[config.mk]
export PLATFORM = sky130hd
export DESIGN_NAME = servo_position_ramp
export DESIGN_NICKNAME = d
export VERILOG_FILES = /design/src/hw/rtl/srp_pkg.sv /design/src/hw/rtl/srp_step.sv /design/src/hw/rtl/servo_position_ramp.sv
export VERILOG_INCLUDE_DIRS = /design/src /design/src/hw/rtl
export SDC_FILE = /design/constraint.sdc
export NUM_CORES = 1
export LEC_CHECK = 0
export BUFFER_PORTS_ARGS = -buffer_cell sky130_fd_sc_hd__buf_4
export CORE_UTILIZATION = 55
export DETAILED_ROUTE_END_ITERATION = 8
export PLACE_DENSITY = 0.84
export SLEW_MARGIN = 20
export SYNTH_ARGS = -nofsm -noshare
export SYNTH_HDL_FRONTEND = slang
export SYNTH_SLANG_ARGS = --single-unit
[constraint.sdc]
create_clock -name clk_i -period 5.6 [get_ports clk_i]
set_clock_uncertainty 0.05 [all_clocks]
set_input_delay 0.56 -clock clk_i [delete_from_list [all_inputs] [get_ports clk_i]]
set_output_delay 0.56 -clock clk_i [all_outputs]
set_load 0.03 [all_outputs]
[src/hw/rtl/servo_position_ramp_assert.svh]
// Assertion macros for the servo position ramp block.
`ifndef SERVO_POSITION_RAMP_ASSERT_SVH
`define SERVO_POSITION_RAMP_ASSERT_SVH

// Check that a condition holds at every clock edge out of reset.
`define SRP_ASSERT_ALWAYS(label, cond) \
  label: assert property (@(posedge clk_i) disable iff (!rst_ni) (cond)) \
    else $error("srp invariant violated");

// Check that a consequent holds in the same cycle as its antecedent.
`define SRP_ASSERT_SAME(label, ante, cons) \
  label: assert property (@(posedge clk_i) disable iff (!rst_ni) (ante) |-> (cons)) \
    else $error("srp same-cycle check failed");

// Check that a consequent holds in the cycle after its antecedent.
`define SRP_ASSERT_NEXT(label, ante, cons) \
  label: assert property (@(posedge clk_i) disable iff (!rst_ni) (ante) |=> (cons)) \
    else $error("srp next-cycle check failed");

`endif

[src/hw/rtl/srp_pkg.sv]
// Shared types, constants and helpers for the servo position ramp.
package srp_pkg;

  localparam int unsigned AngleW   = 8;
  localparam int unsigned TicksW   = 10;
  localparam int unsigned ReqW     = 2;
  localparam int unsigned CfgIdxW  = 8;
  localparam int unsigned CfgDataW = 10;

  localparam logic [AngleW-1:0] MaxAngle = 8'd180;
  localparam logic [TicksW-1:0] TicksMax = 10'h3FF;

  // Request codes
  localparam logic [ReqW-1:0] REQ_TICK  = 2'd0;
  localparam logic [ReqW-1:0] REQ_SET   = 2'd1;
  localparam logic [ReqW-1:0] REQ_RAISE = 2'd2;
  localparam logic [ReqW-1:0] REQ_HOME  = 2'd3;

  // Register indexes
  localparam logic [CfgIdxW-1:0] REG_STEP_SIZE      = 8'd0;
  localparam logic [CfgIdxW-1:0] REG_INTERVAL_TICKS = 8'd1;
  localparam logic [CfgIdxW-1:0] REG_HOME_ANGLE     = 8'd2;
  localparam logic [CfgIdxW-1:0] REG_END_ANGLE      = 8'd3;

  typedef struct packed {
    logic [AngleW-1:0] step_size;
    logic [TicksW-1:0] interval_ticks;
    logic [AngleW-1:0] park_angle;
    logic [AngleW-1:0] raise_angle;
  } cfg_t;

  typedef struct packed {
    logic [AngleW-1:0] cur_pos;
    logic [AngleW-1:0] tgt_pos;
    logic              in_motion;
    logic              raised;
    logic [TicksW-1:0] elapsed;
  } state_t;

  typedef struct packed {
    logic [AngleW-1:0] servo_command;
    logic              servo_written;
    logic [AngleW-1:0] logical_angle;
    logic              barrier_raised;
    logic              moving;
  } result_t;

  // Clamp an angle to the servo range.
  function automatic logic [AngleW-1:0] sat_angle(input logic [AngleW-1:0] a);
    sat_angle = (a > MaxAngle) ? MaxAngle : a;
  endfunction

endpackage

[src/hw/rtl/srp_step.sv]
// Next-state and result logic for one request word.
module srp_step (
  input  srp_pkg::cfg_t                 cfg_i,
  input  srp_pkg::state_t               state_i,
  input  logic [srp_pkg::ReqW-1:0]      req_type_i,
  input  logic [srp_pkg::AngleW-1:0]    requested_angle_i,
  output srp_pkg::state_t               state_o,
  output srp_pkg::result_t              result_o
);
  import srp_pkg::*;

  logic [TicksW-1:0] elapsed_inc;
  logic [AngleW:0]   up_sum;
  logic [AngleW-1:0] down_val;
  logic [AngleW-1:0] aim_src;
  logic [AngleW-1:0] aim_tgt;
  logic              written;

  // Saturating tick count and step candidates
  assign elapsed_inc = (state_i.elapsed != TicksMax) ? state_i.elapsed + 10'd1
                                                     : state_i.elapsed;
  assign up_sum   = {1'b0, state_i.cur_pos} + {1'b0, cfg_i.step_size};
  assign down_val = (cfg_i.step_size >= state_i.cur_pos) ? '0
                                                         : state_i.cur_pos - cfg_i.step_size;

  // Pick the target source for aiming requests
  always_comb begin
    case (req_type_i)
      REQ_SET:   aim_src = requested_angle_i;
      REQ_RAISE: aim_src = cfg_i.raise_angle;
      REQ_HOME:  aim_src = cfg_i.park_angle;
      default:   aim_src = state_i.tgt_pos;
    endcase
  end
  assign aim_tgt = sat_angle(aim_src);

  // Apply the request to the state
  always_comb begin
    state_o = state_i;
    written = 1'b0;
    case (req_type_i)
      REQ_TICK: begin
        state_o.elapsed = elapsed_inc;
        if (elapsed_inc >= cfg_i.interval_ticks) begin
          state_o.elapsed = '0;
          if (state_i.in_motion) begin
            written = 1'b1;
            if (state_i.cur_pos < state_i.tgt_pos) begin
              if (up_sum >= {1'b0, state_i.tgt_pos}) begin
                state_o.cur_pos   = state_i.tgt_pos;
                state_o.in_motion = 1'b0;
              end else begin
                state_o.cur_pos = up_sum[AngleW-1:0];
              end
            end else if (state_i.cur_pos > state_i.tgt_pos) begin
              if (down_val <= state_i.tgt_pos) begin
                state_o.cur_pos   = state_i.tgt_pos;
                state_o.in_motion = 1'b0;
              end else begin
                state_o.cur_pos = down_val;
              end
            end else begin
              state_o.in_motion = 1'b0;
            end
          end
        end
      end
      REQ_SET: begin
        state_o.tgt_pos   = aim_tgt;
        state_o.in_motion = (aim_tgt != state_i.cur_pos);
      end
      REQ_RAISE: begin
        state_o.raised  = 1'b1;
        state_o.tgt_pos = aim_tgt;
        if (aim_tgt != state_i.cur_pos) begin
          state_o.in_motion = 1'b1;
        end
      end
      default: begin
        state_o.raised  = 1'b0;
        state_o.tgt_pos = aim_tgt;
        state_o.elapsed = '0;
        if (aim_tgt != state_i.cur_pos) begin
          state_o.in_motion = 1'b1;
        end
      end
    endcase
  end

  // Build the result word from the updated state
  always_comb begin
    result_o.servo_command  = MaxAngle - sat_angle(state_o.cur_pos);
    result_o.servo_written  = written;
    result_o.logical_angle  = state_o.cur_pos;
    result_o.barrier_raised = state_o.raised;
    result_o.moving         = state_o.in_motion;
  end

endmodule

[src/hw/rtl/servo_position_ramp.sv]
// Servo position ramp: slew-rate limited servo angle, top level.
// Data path: a request word is held in the input register, goes through srp_step and
//   is held in the result register until taken; a full result register stalls it.
// Throughput: one word per cycle; the input register and the result register
//   both advance whenever the result register is empty or being taken.
// Reset: async active low; registers return to step 10, interval 20, home 0,
//   end 180, angle and target 0, idle, not raised, tick count 0.
`include "servo_position_ramp_assert.svh"

module servo_position_ramp (
  input  logic                           clk_i,
  input  logic                           rst_ni,
  input  logic                           cfg_valid_i,
  output logic                           cfg_ready_o,
  input  logic [srp_pkg::CfgIdxW-1:0]    cfg_index_i,
  input  logic [srp_pkg::CfgDataW-1:0]   cfg_data_i,
  input  logic                           in_valid_i,
  output logic                           in_ready_o,
  input  logic [srp_pkg::ReqW-1:0]       req_type_i,
  input  logic [srp_pkg::AngleW-1:0]     requested_angle_i,
  output logic                           out_valid_o,
  input  logic                           out_ready_i,
  output logic [srp_pkg::AngleW-1:0]     servo_command_o,
  output logic                           servo_written_o,
  output logic [srp_pkg::AngleW-1:0]     logical_angle_o,
  output logic                           barrier_raised_o,
  output logic                           moving_o
);
  import srp_pkg::*;

  cfg_t              cfg_q;
  state_t            state_q, state_d;
  result_t           res_d, res_q;
  logic              in_valid_q;
  logic [ReqW-1:0]   req_q;
  logic [AngleW-1:0] ang_q;
  logic              out_valid_q;
  logic              advance;

  // Move the held word forward when the result register can take it
  assign advance     = in_valid_q && (!out_valid_q || out_ready_i);
  assign in_ready_o  = !in_valid_q || advance;
  assign cfg_ready_o = 1'b1;

  // Configuration registers
  always_ff @(posedge clk_i or negedge rst_ni) begin
    if (!rst_ni) begin
      cfg_q.step_size      <= 8'd10;
      cfg_q.interval_ticks <= 10'd20;
      cfg_q.park_angle     <= 8'd0;
      cfg_q.raise_angle    <= 8'd180;
    end else if (cfg_valid_i) begin
      case (cfg_index_i)
        REG_STEP_SIZE:      cfg_q.step_size      <= cfg_data_i[AngleW-1:0];
        REG_INTERVAL_TICKS: cfg_q.interval_ticks <= cfg_data_i[TicksW-1:0];
        REG_HOME_ANGLE:     cfg_q.park_angle     <= cfg_data_i[AngleW-1:0];
        REG_END_ANGLE:      cfg_q.raise_angle    <= cfg_data_i[AngleW-1:0];
        default: ;
      endcase
    end
  end

  // Input register: hold the request word until it advances
  always_ff @(posedge clk_i or negedge rst_ni) begin
    if (!rst_ni) begin
      in_valid_q <= 1'b0;
    end else if (in_ready_o) begin
      in_valid_q <= in_valid_i;
    end
  end

  always_ff @(posedge clk_i) begin
    if (in_valid_i && in_ready_o) begin
      req_q <= req_type_i;
      ang_q <= requested_angle_i;
    end
  end

  srp_step u_step (
    .cfg_i             (cfg_q),
    .state_i           (state_q),
    .req_type_i        (req_q),
    .requested_angle_i (ang_q),
    .state_o           (state_d),
    .result_o          (res_d)
  );

  // Servo state: update once per advancing word
  always_ff @(posedge clk_i or negedge rst_ni) begin
    if (!rst_ni) begin
      state_q <= '0;
    end else if (advance) begin
      state_q <= state_d;
    end
  end

  // Result register
  always_ff @(posedge clk_i or negedge rst_ni) begin
    if (!rst_ni) begin
      out_valid_q <= 1'b0;
    end else if (advance) begin
      out_valid_q <= 1'b1;
    end else if (out_ready_i) begin
      out_valid_q <= 1'b0;
    end
  end

  always_ff @(posedge clk_i) begin
    if (advance) begin
      res_q <= res_d;
    end
  end

  assign out_valid_o      = out_valid_q;
  assign servo_command_o  = res_q.servo_command;
  assign servo_written_o  = res_q.servo_written;
  assign logical_angle_o  = res_q.logical_angle;
  assign barrier_raised_o = res_q.barrier_raised;
  assign moving_o         = res_q.moving;

  // Assertions
  `SRP_ASSERT_ALWAYS(a_pos_in_range, (state_q.cur_pos <= MaxAngle) && (state_q.tgt_pos <= MaxAngle))
  `SRP_ASSERT_SAME(a_stall_blocks, (in_valid_q && out_valid_q && !out_ready_i), !in_ready_o)
  `SRP_ASSERT_NEXT(a_advance_fills, advance, out_valid_q)
  `SRP_ASSERT_SAME(a_idle_on_target, (!state_q.in_motion && advance && req_q == REQ_TICK), !res_d.servo_written)

endmodule
==> flow_summary.ini <==
[status]
outcome = finished clean

[sta]
setup_violations = 0
fmax_mhz = 186
worst_pin_slew_ns = 1.03
fin_crit_sh = 0.959
finalHoldViolCount = 0
post-route-min-period_ns = 5.37
drv_slew = 0
slew_headroom = 0.312

[cts]
cts.path.max_buffers = 2
insertion_delay_ns = 0.35
htreeDepth = 3
cts_tree = built
cts_buffers = 9
cts.sinks = 93
postCtsHoldBufs = 0
root_buffer = clkbuf_16
path_clk_slew_ns = 0.06

[route]
highest_layer = met4
routed_wl_um = 16300
drt-wirelength-per-cell_um = 19.7
num_vias = 5281
drcViolationCount = 0
wl_met3_um = 1290
wl_met1_um = 6630
drtPass1Iterations = 6
ant_nets = 0
vias_per_cell = 6.35
drt-initial-drc-count = 447
route.met2.wl_um = 7630

[power]
p_leak_nw = 3.19
fin_total_pwr_mw = 3.50
p_sw_mw = 1.47
sequentialPowerShare = 0.268
combPwrFrac = 0.540
power_density_nw_per_um2 = 485
clkPwrFrac = 0.192
peakVddDrop_uv = 293
p_int_mw = 2.03
switching_share = 0.420

[synth]
syn_inst = 627
synthDistinctLibCells = 70
synth_nets = 719
yosysTopAreaCell = dfrtp_1
synth.top_cells.by_count = ha_1, dfrtp_1, inv_1, nand2_1, o21ai_0
yosysTopAreaCellShare = 0.224
synthesis.area_um2 = 6250
synth.area.top_cells = dfrtp_1, edfxtp_1, ha_1
ys.flop_type = dfrtp_1
post-synth-top-count-cell = ha_1
ys_warn_count = 0
synth-edff-count = 29
ys_ff_latch = 93
avgSynthCellArea_um2 = 9.97
ys_async_sr_fraction = 0.688
seq_area_frac_synth = 0.397

[job]
cap_violations = 0

[worst_setup_path]
cp_top_family = compound AO/OA/AOI/OAI gates
critPathKind = flip-flop to flip-flop
crit_path_cell_trace = inv_1, fa_1, o21bai_4, a21oi_4, o31ai_2, xnor2_1, ha_1, o21a_1, o21ai_0, a31oi_1, a311oi_4, buf_4, mux2i_1, a222oi_1, or2_2, o211ai_1, nand2_1, ha_1, inv_2, a211o_1, a22oi_1, a211o_1
path_max_fanout = 5
start_kind = flip-flop
required_ns = 5.65
crit_arrival_ns = 5.42
max_stage_delay_ns = 0.50
critPathBufInv = 3
end_kind = flip-flop
slowest_stage = fa_1

[finish]
final_nets = 778
syn2layout_area_growth_pct = 15.3
drive_gt1_frac = 0.223
antenna_cells = 0
seqCellArea_um2 = 2480
multiInputGateArea_um2 = 3500
n_fill_cell = 847
final_area_um2 = 7210

[floorplanning]
die_h_um = 109
dieArea_um2 = 11800
io_pins = 55
dieWidth_um = 109
start_util = 0.572
core_area_um2 = 10900
std_cell_rows = 38

[global_routing]
grt_pass1_wl_um = 25900
grt_util_all_layers = 0.292
grt_pass1_vias = 5074
overflow = 0
antenna_found_initial = 0
grt_max_degree = 65

[hold_path]
min_path_type = input pin to async pin

[placed_design]
post-dp-hpwl_um = 12400
place_congestion = 1.02
dpl_cell_area_um2 = 6830
io_buffers = 53
power by group through the flow:
stage / Clock [mW] / Sequential [mW] / Combinational [mW]
final: 0.671 / 0.938 / 1.89
after global routing: 0.701 / 0.945 / 2.03
after CTS: 0.680 / 0.934 / 1.82
after detailed placement: 0 / 0.946 / 1.80
after global placement: 0 / 0.941 / 1.75
after floorplan: 0 / 1.02 / 1.18
sequential cells by signal (all words and copies together), names as in the netlist:
register / cells
in_valid_q: 1
ang_q: 8
servo_command_o: 8
moving_o: 1
barrier_raised_o: 1
out_valid_o: 1
logical_angle_o: 8
state_q: 28
servo_written_o: 1
cfg_q: 34
req_q: 2
final timing paths:
| path | startpoint | end | slack [ns] | depth (start not counted) |
|---|---|---|---|---|
| worst max-delay path | state_q[21] | servo_command_o[4] | 0.23 | 22 |
| worst max register to register | state_q[21] | servo_command_o[4] | 0.23 | 22 |
| worst min-delay path | rst_ni | state_q[0] | 0.25 | 1 |
| max in group asynchronous | rst_ni | state_q[20] | 4.68 | 1 |
| min in group clk_i | req_type_i[0] | req_q[0] | 0.33 | 1 |
| worst min register to register | in_valid_q | out_valid_o | 0.44 | 1 |
cell usage in the layout, fill, tap and decap left out, types with 29 or more instances in the layout:
cell	n
buf_4	70
ha_1	57
dfrtp_1	55
nand2_1	47
inv_1	47
mux2_2	38
o21ai_0	37
a21oi_1	34
nor2_1	30
edfxtp_1	29
cell type report:
class                      instances  share of cell area
clock inverter                     6              0.0127
timing repair buffer              70              0.0729
inverter                          50              0.0260
tap                              140              0.0243
multi-input combinational        462               0.486
clock buffer                      10              0.0332
sequential                        93               0.345
routing by layer:
metal	GRT usage	vias to the layer above
met2	0.467	275
met4	0.157	0
met5	0	-
met3	0.0586	66
met1	0.373	2525
li1	-	2415
cells by family (layout without fill, tap and decap cells):
kind of cell,after synthesis,after routing,synth area share
xor+xnor,19,19,0.0266
compound gates,160,160,0.180
buf+inv,72,136,0.0458
flops,93,93,0.397
other cells,1,1,0.000600
mux,53,53,0.0925
fa+ha+maj,59,59,0.120
simple gates,170,170,0.137
per-stage QoR:
stage          hold WS, ns  TNS, ns  worst slack, ns  cells   util
2_1_floorplan        0.214        0            0.358    627      -
3_3_place_gp         0.417        0            0.350    812  0.625
3_5_place_dp         0.426        0           0.0795    812  0.625
4_1_cts              0.281        0           0.0617    828  0.655
5_1_grt              0.320  -0.0348          -0.0302    831  0.659
6_report             0.250        0            0.228    831  0.659
what timing repair did:
item,in CTS,in global routing
endpoints found under the setup margin,0,2
setup buffers,0,3
resized for setup,0,10
(Power assumes the default switching activity.)
